<file path="config.mk">
export PLATFORM = sky130hd
export DESIGN_NAME = bfe_queue
export DESIGN_NICKNAME = d
export VERILOG_FILES = /design/src/rtl/core/bfe_pkg.sv /design/src/rtl/core/bfe_queue.sv
export SDC_FILE = /design/constraint.sdc
export NUM_CORES = 1
export LEC_CHECK = 0
export BUFFER_PORTS_ARGS = -buffer_cell sky130_fd_sc_hd__buf_4
export CAP_MARGIN = 25
export CORE_MARGIN = 5
export CORE_UTILIZATION = 39
export CTS_BUF_LIST = sky130_fd_sc_hd__clkbuf_4 sky130_fd_sc_hd__clkbuf_8
export CTS_CLUSTER_DIAMETER = 80
export DETAILED_ROUTE_END_ITERATION = 10
export PLACE_DENSITY = 0.55
export SYNTH_ARGS = -nofsm -noshare
export SYNTH_HDL_FRONTEND = slang
export SYNTH_SLANG_ARGS = --single-unit
export TNS_END_PERCENT = 20
</file>
<file path="constraint.sdc">
create_clock -name clk -period 6.2 [get_ports clk]
set_input_delay 0.31 -clock clk [delete_from_list [all_inputs] [get_ports clk]]
set_output_delay 0.31 -clock clk [all_outputs]
set_load 0.005 [all_outputs]
</file>
<file path="src/rtl/core/bfe_pkg.sv">
package bfe_pkg;

  localparam int PIX_W      = 8;
  localparam int COORD_W    = 12;
  localparam int DIM_W      = 13;
  localparam int CFG_IDX_W  = 4;
  localparam int LB_DEPTH   = 4096;
  localparam int LB_AW      = $clog2(LB_DEPTH);
  localparam int MAX_HEIGHT = 4096;
  localparam int WIN_N      = 9;
  localparam int SUM_W      = 12;
  localparam int CNT_W      = 4;
  localparam int RECIP_W    = 17;
  localparam int RECIP_SH   = 16;
  localparam int PROD_W     = SUM_W + RECIP_W;
  localparam int QUEUE_DEPTH = 4;
  localparam int QPTR_W     = $clog2(QUEUE_DEPTH);
  localparam int QCNT_W     = $clog2(QUEUE_DEPTH + 1);

  localparam logic [CFG_IDX_W-1:0] REG_IMAGE_WIDTH  = CFG_IDX_W'(0);
  localparam logic [CFG_IDX_W-1:0] REG_IMAGE_HEIGHT = CFG_IDX_W'(1);

  localparam logic [COORD_W-1:0] WIDTH_M1_RST  = COORD_W'(639);
  localparam logic [COORD_W-1:0] HEIGHT_M1_RST = COORD_W'(479);

  typedef logic [PIX_W-1:0] pix_t;
  typedef logic [COORD_W-1:0] coord_t;

  typedef struct packed {
    pix_t [WIN_N-1:0] win;
    coord_t           row;
    coord_t           col;
    logic [3:0]       mask;
  } job_t;

  // Converts a written dimension, saturated to 1..limit, into its last index.
  function automatic coord_t last_index(input logic [DIM_W-1:0] value, input int limit);
    logic [DIM_W-1:0] lim;
    lim = DIM_W'(limit);
    if (value == '0) begin
      last_index = '0;
    end else if (value > lim) begin
      last_index = COORD_W'(lim - DIM_W'(1));
    end else begin
      last_index = COORD_W'(value - DIM_W'(1));
    end
  endfunction

  // Scaled reciprocal of a count of 1, 2, 3, 4, 6 or 9 pixels; exact for their sums.
  function automatic logic [RECIP_W-1:0] recip(input logic [CNT_W-1:0] cnt);
    case (cnt)
      CNT_W'(1): recip = RECIP_W'(65536);
      CNT_W'(2): recip = RECIP_W'(32768);
      CNT_W'(3): recip = RECIP_W'(21846);
      CNT_W'(4): recip = RECIP_W'(16384);
      CNT_W'(6): recip = RECIP_W'(10923);
      CNT_W'(9): recip = RECIP_W'(7282);
      default:   recip = '0;
    endcase
  endfunction

endpackage

</file>
<file path="src/rtl/core/bfe_queue.sv">
module bfe_queue (
  input  logic          clk,
  input  logic          rst_n,
  input  logic          push_valid,
  input  bfe_pkg::job_t push_job,
  output logic          q_afull,
  output logic          head_valid,
  output bfe_pkg::job_t head_job,
  input  logic          pop
);

  bfe_pkg::job_t q_r [bfe_pkg::QUEUE_DEPTH];
  logic [bfe_pkg::QPTR_W-1:0] wr_ptr_r, wr_ptr_nxt, rd_ptr_r, rd_ptr_nxt;
  logic [bfe_pkg::QCNT_W-1:0] count_r, count_nxt;
  logic do_pop;

  assign head_valid = (count_r != '0);
  assign head_job   = q_r[rd_ptr_r];
  assign q_afull    = (count_r >= bfe_pkg::QCNT_W'(bfe_pkg::QUEUE_DEPTH - 1));
  assign do_pop     = pop && head_valid;

  always_comb begin
    wr_ptr_nxt = push_valid ? wr_ptr_r + bfe_pkg::QPTR_W'(1) : wr_ptr_r;
    rd_ptr_nxt = do_pop ? rd_ptr_r + bfe_pkg::QPTR_W'(1) : rd_ptr_r;
    count_nxt  = count_r;
    if (push_valid && !do_pop) begin
      count_nxt = count_r + bfe_pkg::QCNT_W'(1);
    end else if (!push_valid && do_pop) begin
      count_nxt = count_r - bfe_pkg::QCNT_W'(1);
    end
  end

  always_ff @(posedge clk) begin
    if (!rst_n) begin
      wr_ptr_r <= '0;
      rd_ptr_r <= '0;
      count_r  <= '0;
    end else begin
      wr_ptr_r <= wr_ptr_nxt;
      rd_ptr_r <= rd_ptr_nxt;
      count_r  <= count_nxt;
    end
  end

  always_ff @(posedge clk) begin
    if (push_valid) begin
      q_r[wr_ptr_r] <= push_job;
    end
  end

endmodule

</file>
==> results_dict.tcl <==
set metrics [dict create \
    outcome "finished, final reports clean" \
    dr.pass1.iters 4 \
    dieArea_um2 42500 \
    tritoncts "built" \
    critPathKind "flop to output pin" \
    grt_pass1_vias 8204 \
    gp_congestion 0.709 \
    setup_tns_ps 0 \
    n_antenna_cell 0 \
    max-cap-violations 0 \
    cts_setup_buffers 0 \
    drt-total-wl_um 31100 \
    port_buffers 205 \
    postLayoutCellArea_um2 19400 \
    wire_per_inst_um 20.8 \
    die_y_um 206 \
    power.leakage_nw 6.61 \
    synth-compound-area-share 0.00275 \
    tightest_slew_ps 1030 \
    clk_pin_slew_ps 60 \
    die_w_um 206 \
    syn_to_final_growth_pct 29.6 \
    synth.net_count 675 \
    cts_resized 0 \
    vias 7107 \
    setup_viol 0 \
    synth.area.top_cells "edfxtp_1, mux4_2, buf_12, dfxtp_1, ha_1" \
    fillCellCount 3098 \
    crit_arrival_ps 2860 \
    worstSetupStartpointType "flop" \
    power_density_nw_per_um2 367 \
    netlist_area_um2 15000 \
    start_util 0.396 \
    final_cells 1490 \
    synthMuxAreaShare 0.152 \
    grt_max_degree 63 \
    clockBufferDepth 3 \
    end_kind "output pin" \
    synthSimpleGateAreaFrac 0.00543 \
    cp_data_required_time_ps 5890 \
    ys_types 21 \
    ant_nets 0 \
    hold_buffers 101 \
    synth.avg_cell_area_um2 26.5 \
    period_minus_slack_ps 3170 \
    final_nets 1042 \
    drc 0 \
    critPathMaxFanout 52 \
    timing.fmax_mhz 316 \
    numCtsBuffers 70 \
    synth_top_area_frac 0.801 \
    yosys.area.top_type "edfxtp_1" \
    finalMaxSlewViolations 0 \
    hp-class "primary input to flop" \
    dp.cells 1266 \
    slew_headroom 0.314 \
    core_area_um2 37800 \
    yosys.area_share.adder 0.00551 \
    yosys_warnings 0 \
    period_share 0.511 \
    root_buffer "clkbuf_8" \
    min_from "push_valid" \
    yosysSeqAreaShare 0.813 \
    clock_latency_ps 600 \
    rsz0062_at_grt "no" \
    hold_viol 0 \
    drt_iter0_drc 267 \
    ys_seq_elements 409 \
    cts.sinks 409 \
    synth_top_family_by_area "multiplexers" \
    placementRows 71 \
    drive_gt1_frac 0.441 \
    r2r_start "wr_ptr_r[0]$_SDFFE_PN0P_" \
    place_area_um2 17000 \
    gr-total-overflow 0 \
    fin_ws_ps 3030 \
    cts_max_level 3 \
    vias_per_cell 4.77 \
    dp_hpwl_um 18000 \
    antenna_found_initial 1 \
    finClkSkew_ps 23.9 \
    synth_cells 565 \
    grt_pass1_wl_um 46900 \
    synthXorXnorAreaFrac 0.00292 \
    boundaryPins 206 \
    dpl_worst_slack_ps 3590 \
    vdd_ir_drop_max_uv 199 \
    track_usage 0.148 \
]
-- layer usage --
| metal | up-vias | track usage | part of all wire |
|---|---|---|---|
| met3 | 65 | 0.0452 | 0.057 |
| met1 | 3666 | 0.176 | 0.40 |
| met5 | - | 0 | 0.00045 |
| met2 | 195 | 0.256 | 0.52 |
| met4 | 2 | 0.0511 | 0.024 |
| li1 | 3179 | - | - |
-- cell usage after synthesis --
cell type  instances
ha_1               5
or3_1              2
a21boi_0           1
xnor2_1            3
o311ai_1           1
buf_6              1
inv_1              3
buf_1              1
fa_1               1
mux2i_1            2
buf_12            10
mux4_2           100
nor2b_1            2
a21o_1             1
xor2_1             2
edfxtp_1         400
dfxtp_1            9
and2_1             9
o31ai_2            1
buf_2             10
o21ai_0            1
-- flip-flops by register name (all words and copies together) (netlist names), named ones only --
name,cells
rd_ptr_r,2
count_r,3
wr_ptr_r,2
q_r,400
-- logic make-up (layout without fill, tap and decap cells) --
kind of cell / count (synthesis) / after routing
simple gates: 13 / 13
xor+xnor: 5 / 5
buf+inv: 25 / 439
fa+ha+maj: 6 / 6
mux: 102 / 102
compound gates: 5 / 5
flops: 409 / 409
-- path summary, 6_finish.rpt --
check / cells past startpoint / slack [ps] / to
max: 3 / 3030 / head_job[91]
min: 3 / 70 / wr_ptr_r[1]$_SDFFE_PN0P_
max reg2reg: 4 / 3700 / q_r[2][14]$_DFFE_PP_
min reg2reg: 2 / 570 / wr_ptr_r[1]$_SDFFE_PN0P_
-- cell usage in the layout (no fill, tap or decap), drive strengths merged, types with 3 or more instances in the layout --
cell         Yosys  routed
edfxtp         400     400
buf             22     216
dlygate4sd3      0     101
mux4           100     100
clkbuf           0      97
clkinv           0      17
dfxtp            9       9
and2             9       9
ha               5       5
inv              3       4
xnor2            3       3
clkinvlp         0       3
-- layout make-up --
type | instances | area [um^2] | area share
flip-flops and latches | 409 | 12200 | 0.628
repair buffers | 317 | 2710 | 0.140
multi-input cells | 131 | 2530 | 0.130
clock buffers | 97 | 1200 | 0.0616
well taps | 511 | 639 | 0.0329
clock inverters | 22 | 134 | 0.00689
inverters | 3 | 11.3 | 0.000580
-- metrics by stage --
| stage | util | power [mW] | hold slack, ps |
|---|---|---|---|
| after floorplan | - | 4.26 | 409 |
| after global placement | 0.448 | 4.82 | 508 |
| after detailed placement | 0.448 | 4.85 | 512 |
| after CTS | 0.510 | 7.23 | 8.70 |
| after global routing | 0.513 | 7.51 | 52.1 |
| final | 0.513 | 7.14 | 73.2 |
-- critical path, cell delays in order (launching register included) --
cell and delay [ps]:
dfxtp_4 850, buf_4 740, mux4_2 420, buf_4 160
-- power breakdown --
part	switching (mW)	internal, mW	leakage, nW	total (mW)
Sequential	0.0798	3.19	3.75	3.27
Clock	1.01	1.28	0.703	2.30
Combinational	0.641	0.930	2.16	1.57
Total	1.73	5.41	6.61	7.14
Power figures use the tool's default switching activity.
