[src/rtl/core/bfe_pkg.sv]
package bfe_pkg;

  localparam int PIX_W      = 8;
  localparam int COORD_W    = 12;
  localparam int DIM_W      = 13;
  localparam int CFG_IDX_W  = 4;
  localparam int LB_DEPTH   = 4096;
  localparam int LB_AW      = $clog2(LB_DEPTH);
  localparam int MAX_HEIGHT = 4096;
  localparam int WIN_N      = 9;
  localparam int SUM_W      = 12;
  localparam int CNT_W      = 4;
  localparam int RECIP_W    = 17;
  localparam int RECIP_SH   = 16;
  localparam int PROD_W     = SUM_W + RECIP_W;
  localparam int QUEUE_DEPTH = 4;
  localparam int QPTR_W     = $clog2(QUEUE_DEPTH);
  localparam int QCNT_W     = $clog2(QUEUE_DEPTH + 1);

  localparam logic [CFG_IDX_W-1:0] REG_IMAGE_WIDTH  = CFG_IDX_W'(0);
  localparam logic [CFG_IDX_W-1:0] REG_IMAGE_HEIGHT = CFG_IDX_W'(1);

  localparam logic [COORD_W-1:0] WIDTH_M1_RST  = COORD_W'(639);
  localparam logic [COORD_W-1:0] HEIGHT_M1_RST = COORD_W'(479);

  typedef logic [PIX_W-1:0] pix_t;
  typedef logic [COORD_W-1:0] coord_t;

  typedef struct packed {
    pix_t [WIN_N-1:0] win;
    coord_t           row;
    coord_t           col;
    logic [3:0]       mask;
  } job_t;

  // Converts a written dimension, saturated to 1..limit, into its last index.
  function automatic coord_t last_index(input logic [DIM_W-1:0] value, input int limit);
    logic [DIM_W-1:0] lim;
    lim = DIM_W'(limit);
    if (value == '0) begin
      last_index = '0;
    end else if (value > lim) begin
      last_index = COORD_W'(lim - DIM_W'(1));
    end else begin
      last_index = COORD_W'(value - DIM_W'(1));
    end
  endfunction

  // Scaled reciprocal of a count of 1, 2, 3, 4, 6 or 9 pixels; exact for their sums.
  function automatic logic [RECIP_W-1:0] recip(input logic [CNT_W-1:0] cnt);
    case (cnt)
      CNT_W'(1): recip = RECIP_W'(65536);
      CNT_W'(2): recip = RECIP_W'(32768);
      CNT_W'(3): recip = RECIP_W'(21846);
      CNT_W'(4): recip = RECIP_W'(16384);
      CNT_W'(6): recip = RECIP_W'(10923);
      CNT_W'(9): recip = RECIP_W'(7282);
      default:   recip = '0;
    endcase
  endfunction

endpackage

[src/rtl/core/bfe_back.sv]
module bfe_back (
  input  logic                       clk,
  input  logic                       rst_n,
  input  logic                       head_valid,
  input  bfe_pkg::job_t              head_job,
  output logic                       pop,
  output logic                       out_valid,
  input  logic                       out_stall,
  output bfe_pkg::pix_t              out_smoothed,
  output bfe_pkg::coord_t            out_row,
  output bfe_pkg::coord_t            out_col,
  output logic                       out_run_end,
  output logic                       out_frame_end
);

  logic       adv, issue, last;
  logic [3:0] done_r, done_nxt, pend, pick;
  logic [1:0] k, r0, c0, nr, nc;
  logic [bfe_pkg::SUM_W-1:0] sum;
  logic [bfe_pkg::CNT_W-1:0] cnt;

  logic                      s1_valid_r;
  logic [bfe_pkg::SUM_W-1:0] s1_sum_r;
  logic [bfe_pkg::CNT_W-1:0] s1_cnt_r;
  bfe_pkg::coord_t           s1_row_r, s1_col_r;
  logic                      s1_run_end_r, s1_frame_end_r;
  logic [bfe_pkg::PROD_W-1:0] prod;

  logic            out_valid_r;
  bfe_pkg::pix_t   out_smoothed_r;
  bfe_pkg::coord_t out_row_r, out_col_r;
  logic            out_run_end_r, out_frame_end_r;

  assign adv   = !out_valid_r || !out_stall;
  assign issue = adv && head_valid;
  assign pend  = head_job.mask & ~done_r;
  assign pick  = pend & (~pend + 4'd1);
  assign last  = ((pend & ~pick) == '0);
  assign pop   = issue && last;

  always_comb begin
    case (pick)
      4'b0001: k = 2'd0;
      4'b0010: k = 2'd1;
      4'b0100: k = 2'd2;
      4'b1000: k = 2'd3;
      default: k = 2'd0;
    endcase
  end

  always_comb begin
    done_nxt = done_r;
    if (issue) begin
      done_nxt = last ? '0 : (done_r | pick);
    end
  end

  always_comb begin
    if (!k[1]) begin
      r0 = (head_job.row > bfe_pkg::COORD_W'(1)) ? 2'd0 : 2'd1;
    end else begin
      r0 = (head_job.row != '0) ? 2'd1 : 2'd2;
    end
    if (!k[0]) begin
      c0 = (head_job.col > bfe_pkg::COORD_W'(1)) ? 2'd0 : 2'd1;
    end else begin
      c0 = (head_job.col != '0) ? 2'd1 : 2'd2;
    end
    nr  = 2'd3 - r0;
    nc  = 2'd3 - c0;
    cnt = {2'b00, nr} * {2'b00, nc};
    sum = '0;
    for (int i = 0; i < 3; i++) begin
      for (int j = 0; j < 3; j++) begin
        if ((2'(i) >= r0) && (2'(j) >= c0)) begin
          sum = sum + bfe_pkg::SUM_W'(head_job.win[i*3+j]);
        end
      end
    end
  end

  assign prod = bfe_pkg::PROD_W'(s1_sum_r) * bfe_pkg::PROD_W'(bfe_pkg::recip(s1_cnt_r));

  always_ff @(posedge clk) begin
    if (!rst_n) begin
      done_r      <= '0;
      s1_valid_r  <= 1'b0;
      out_valid_r <= 1'b0;
    end else begin
      done_r <= done_nxt;
      if (adv) begin
        s1_valid_r  <= issue;
        out_valid_r <= s1_valid_r;
      end
    end
  end

  always_ff @(posedge clk) begin
    if (issue) begin
      s1_sum_r       <= sum;
      s1_cnt_r       <= cnt;
      s1_row_r       <= k[1] ? head_job.row : head_job.row - bfe_pkg::COORD_W'(1);
      s1_col_r       <= k[0] ? head_job.col : head_job.col - bfe_pkg::COORD_W'(1);
      s1_run_end_r   <= last;
      s1_frame_end_r <= (k == 2'd3);
    end
    if (adv && s1_valid_r) begin
      out_smoothed_r  <= prod[bfe_pkg::RECIP_SH + bfe_pkg::PIX_W - 1:bfe_pkg::RECIP_SH];
      out_row_r       <= s1_row_r;
      out_col_r       <= s1_col_r;
      out_run_end_r   <= s1_run_end_r;
      out_frame_end_r <= s1_frame_end_r;
    end
  end

  assign out_valid     = out_valid_r;
  assign out_smoothed  = out_smoothed_r;
  assign out_row       = out_row_r;
  assign out_col       = out_col_r;
  assign out_run_end   = out_run_end_r;
  assign out_frame_end = out_frame_end_r;

endmodule

[config.mk]
export PLATFORM = sky130hd
export DESIGN_NAME = bfe_back
export DESIGN_NICKNAME = d
export VERILOG_FILES = /design/src/rtl/core/bfe_pkg.sv /design/src/rtl/core/bfe_back.sv
export SDC_FILE = /design/constraint.sdc
export NUM_CORES = 1
export LEC_CHECK = 0
export ABC_AREA = 1
export BUFFER_PORTS_ARGS = -buffer_cell sky130_fd_sc_hd__buf_4
export CAP_MARGIN = 40
export CORE_MARGIN = 4
export CORE_UTILIZATION = 35
export DETAILED_ROUTE_END_ITERATION = 12
export GPL_TIMING_DRIVEN = 0
export PLACE_DENSITY = 0.55
export RECOVER_POWER = 25
export SLEW_MARGIN = 20
export SYNTH_ARGS = -nofsm -noshare
export SYNTH_HDL_FRONTEND = slang
export SYNTH_SLANG_ARGS = --single-unit
export TNS_END_PERCENT = 50
[constraint.sdc]
create_clock -name clk -period 9.3 [get_ports clk]
set_clock_uncertainty 0.1 [all_clocks]
set_input_delay 0.465 -clock clk [delete_from_list [all_inputs] [get_ports clk]]
set_output_delay 0.465 -clock clk [all_outputs]
set_load 0.1 [all_outputs]
==> impl.org <==
** Die
- The floorplan step set the die width to 191 um.
- Number of ports placed on the die boundary :: 140
- The floorplan has 66 rows.
- The initial utilization of the core area, before any placement, comes to 0.357.
- The floorplan step defined a core boundary enclosing 32700 um2.
- Measured along the y axis, the die boundary spans 191 um.
- Area enclosed by the die boundary :: 36400 um2

** Clocking
- CTS tree :: done
- Counting every sink on the clock net gives 82.
- Clock-pin slew of the registers on the worst-case setup and hold paths :: 70 ps
- Number of hold buffers added after cts :: 0
- The clock tree synthesis step divided the H-tree into 3 levels.
- In this run the clock root is driven by a sky130_fd_sc_hd__clkbuf_16.
- Buffers from clock root to sink, at most :: 2
- In this run, CTS created clock tree buffers numbering 9.
- The clock reaches the later pin of the worst-skew pair after 340 ps.

** Worst setup path
- Start point of the critical path :: head_job[16]
- By instance count, the cell type seen most on the critical path is sky130_fd_sc_hd__inv_1.
- The slowest stage of the critical path is the sky130_fd_sc_hd__fa_2 cell.
- Delay of the slowest cell on the worst path :: 570 ps
- The worst register-to-register path has a setup slack of 550 ps.
- The critical path ends at s1_sum_r[11].
- CP max FO :: 7
- The worst setup path is of the in2reg kind.
- Counting both buffers and inverters, the worst setup path holds a total of 11.
- The worst setup path is captured at a flop.
- The startpoint identified for the worst register-to-register timing path is done_r[0].
- Number of cells on the critical path :: 52
- Dominant delay contributor by cell family on the critical path :: adder cells
- The worst register-to-register path ends at s1_sum_r[11].
- CP Data Arrival Time :: 8780 ps
- Kind of start point of the critical path :: primary input
- STA puts the critical path data required time at 9290 ps.
- The number of cells on the worst reg-to-reg path is 52.

** Routing
- Initial DRT Pass Iterations :: 5
- In the routed layout, each cell is associated on average with a via count of 4.65.
- For this block, the initial DRC count from the detailed router was 393.
- Residual antenna-violating net count after detailed routing :: 0
- In the routed design, unresolved DRC markers number 0.
- Vias after detailed routing :: 9366
- After detailed routing, the average wire length per cell comes to 15.2 um.
- Routed WL :: 30700 um

** Placed design
- Half-perimeter wire length after placement :: 26700 um
- Buffers placed on the I/O ports in this run total 139.
- At the end of routability-driven placement, the weighted congestion stood at 0.924.
- DP Area :: 13300 um2

** Yosys
- By area the synthesized netlist is led by sky130_fd_sc_hd__fa_1 (23%), sky130_fd_sc_hd__edfxtp_1 (20%), sky130_fd_sc_hd__ha_1 (12%).
- The Yosys step of the flow raised 0 warnings.
- Ys async rst share :: 0
- Yosys mapped the design onto 51 distinct sky130hd cell types.
- Flip-flop and latch count after synthesis :: 82
- Area share of the largest cell type after synthesis :: 0.228
- Post-synthesis cell type with the largest combined area :: sky130_fd_sc_hd__fa_1
- Of the synthesized area, sequential elements account for 0.206.
- EDFF count, synth :: 76
- The average instance in the mapped netlist occupies 8.44 um2.
- Counting every net in the synthesized netlist gives 1735.
- Commonest register cell after synthesis :: sky130_fd_sc_hd__edfxtp_1
- Synthesis produced 1384 cells.
- Summing every instance area after synthesis gives 11700 um2.

** Min path
- The min-delay analysis places its worst path in the category in2reg.

** Layout
- Commonest non-fill, non-tap cell in the layout :: sky130_fd_sc_hd__inv_1
- The filler cells instantiated in the layout total 3343.
- Nets :: 1920
- Area grow syn2layout :: 22.0%
- Number of inserted diodes :: 0
- Layout cell share with drive strength beyond 1 :: 0.224
- Fin area :: 14300 um2
- Commonest cells after routing, fill and taps aside :: sky130_fd_sc_hd__inv_1 (292), sky130_fd_sc_hd__nand2_1 (187), sky130_fd_sc_hd__buf_4 (174), sky130_fd_sc_hd__nor2_1 (135), sky130_fd_sc_hd__fa_1 (129)

** Global route
- After global routing the overflow that remains totals 0.
- The via count of the first global-routing pass is 9726.
- Pin count of the biggest net entering global routing :: 26
- The first global-routing pass estimated 48300 um of wire.
- Number of antenna violations at the first check in global routing :: 4
- Across every metal layer, demand over resource in global routing totals 0.167.

** Timing
- The count of final hold-check violations came to 0.
- Clock period minus worst slack :: 8790 ps
- Worst-margin pin slew :: 1650 ps
- Slew Viols, Final :: 15
- Measured against its own limit, the worst slew margin works out to -0.104.
- In the finished design, the share of the clock period the worst path needs comes to 0.945.
- For this run, the top clock speed supported by timing is 114 MHz.
- Setup violations remaining at the end of the flow were counted as 0.

** Outcome
- The final reports fail on capacitance limit, slew limit.
- Outcome :: finished, violations left

** Job
- # Max-Cap Violations :: 1
==> layout make-up <==
cell class                      instances  area (um2)  area share
Multi-Input combinational cell        981        8440       0.592
Timing Repair Buffer                  175        1350      0.0950
Sequential cell                        82        2400       0.168
Inverter                              314        1190      0.0835
Tap cell                              442         553      0.0388
Buffer                                  6        26.3     0.00184
Clock buffer                           10         239      0.0168
Clock inverter                          6        55.1     0.00386
==> per-layer routing <==
metal  track usage  wire length [um]  part of all wire  up-vias
li1              -                 -                 -     4741
met1         0.201             12700              0.42     4403
met2         0.307             15800              0.52      167
met3        0.0264              1220             0.040       47
met4        0.0472               808             0.026        8
met5             0                61            0.0020        -
==> sequential cells by signal (all words and copies together), names as in the netlist <==
register,flops
out_col,12
out_row,12
s1_col_r,12
s1_row_r,12
s1_sum_r,12
out_smoothed,8
done_r,4
s1_cnt_r,4
out_frame_end,1
out_run_end,1
out_valid,1
s1_frame_end_r,1
s1_run_end_r,1
s1_valid_r,1
==> timing repair <==
item	4_1_cts	5_1_grt
setup endpoints to repair	7	7
cloned	0	0
resized for setup	20	91
pin swaps	3	55
setup buffers	4	30
==> Yosys cell counts, types with 11 or more instances <==
library cell and count:
sky130_fd_sc_hd__nand2_4 12, sky130_fd_sc_hd__ha_1 114, sky130_fd_sc_hd__xor2_1 50, sky130_fd_sc_hd__nor2_2 11
sky130_fd_sc_hd__nand3_1 42, sky130_fd_sc_hd__a21oi_1 90, sky130_fd_sc_hd__nand2_1 190, sky130_fd_sc_hd__nand2_2 16
sky130_fd_sc_hd__xnor2_1 27, sky130_fd_sc_hd__nor3_1 11, sky130_fd_sc_hd__fa_1 133, sky130_fd_sc_hd__o21ai_0 56
sky130_fd_sc_hd__nor2_1 141, sky130_fd_sc_hd__inv_1 300, sky130_fd_sc_hd__edfxtp_1 76
==> how the worst min path moves through the flow <==
stage                              start       endpoint  slack (ps)  depth (start not counted)
after floorplan              s1_col_r[0]     out_col[0]         300                          0
after global placement       s1_col_r[3]     out_col[3]         300                          0
after detailed placement  s1_frame_end_r  out_frame_end         300                          0
after CTS                          rst_n      out_valid         270                          3
after global routing               rst_n      out_valid         280                          3
final                              rst_n      out_valid         280                          3
==> worst register-to-register path: cells and delay by family, from the launching register on <==
kind	cells	cell delay (ps)
xor+xnor	3	500
buf+inv	11	970
fa+ha+maj	9	3150
compound gates	11	1370
flops	1	310
simple gates	18	2120
==> stage by stage <==
step                      worst slack [ps]  setup TNS (ps)   util  hold WS [ps]  std cells
after global routing                  -109            -109  0.436           283       2016
after global placement               -1210           -5900  0.406           302       1965
after detailed placement             -1210           -6250  0.408           305       1967
final                                  507               0  0.436           278       2016
after CTS                             12.4               0  0.419           266       1986
after floorplan                        342               0      -           300       1384
==> kinds of logic (layout without fill, tap and decap cells) <==
logic type / count (synthesis) / after routing / synth area share
and+or+nand+nor: 470 / 470 / 0.193
buffers and inverters: 321 / 511 / 0.104
adders and majority gates: 247 / 247 / 0.350
AOI/OAI and AO/OA: 187 / 187 / 0.0895
DFF: 82 / 82 / 0.206
xor gates and xnor gates: 77 / 77 / 0.0577
Power is not shown: default switching activity piles up to over one toggle a cycle in this logic, so the estimate is an artifact.
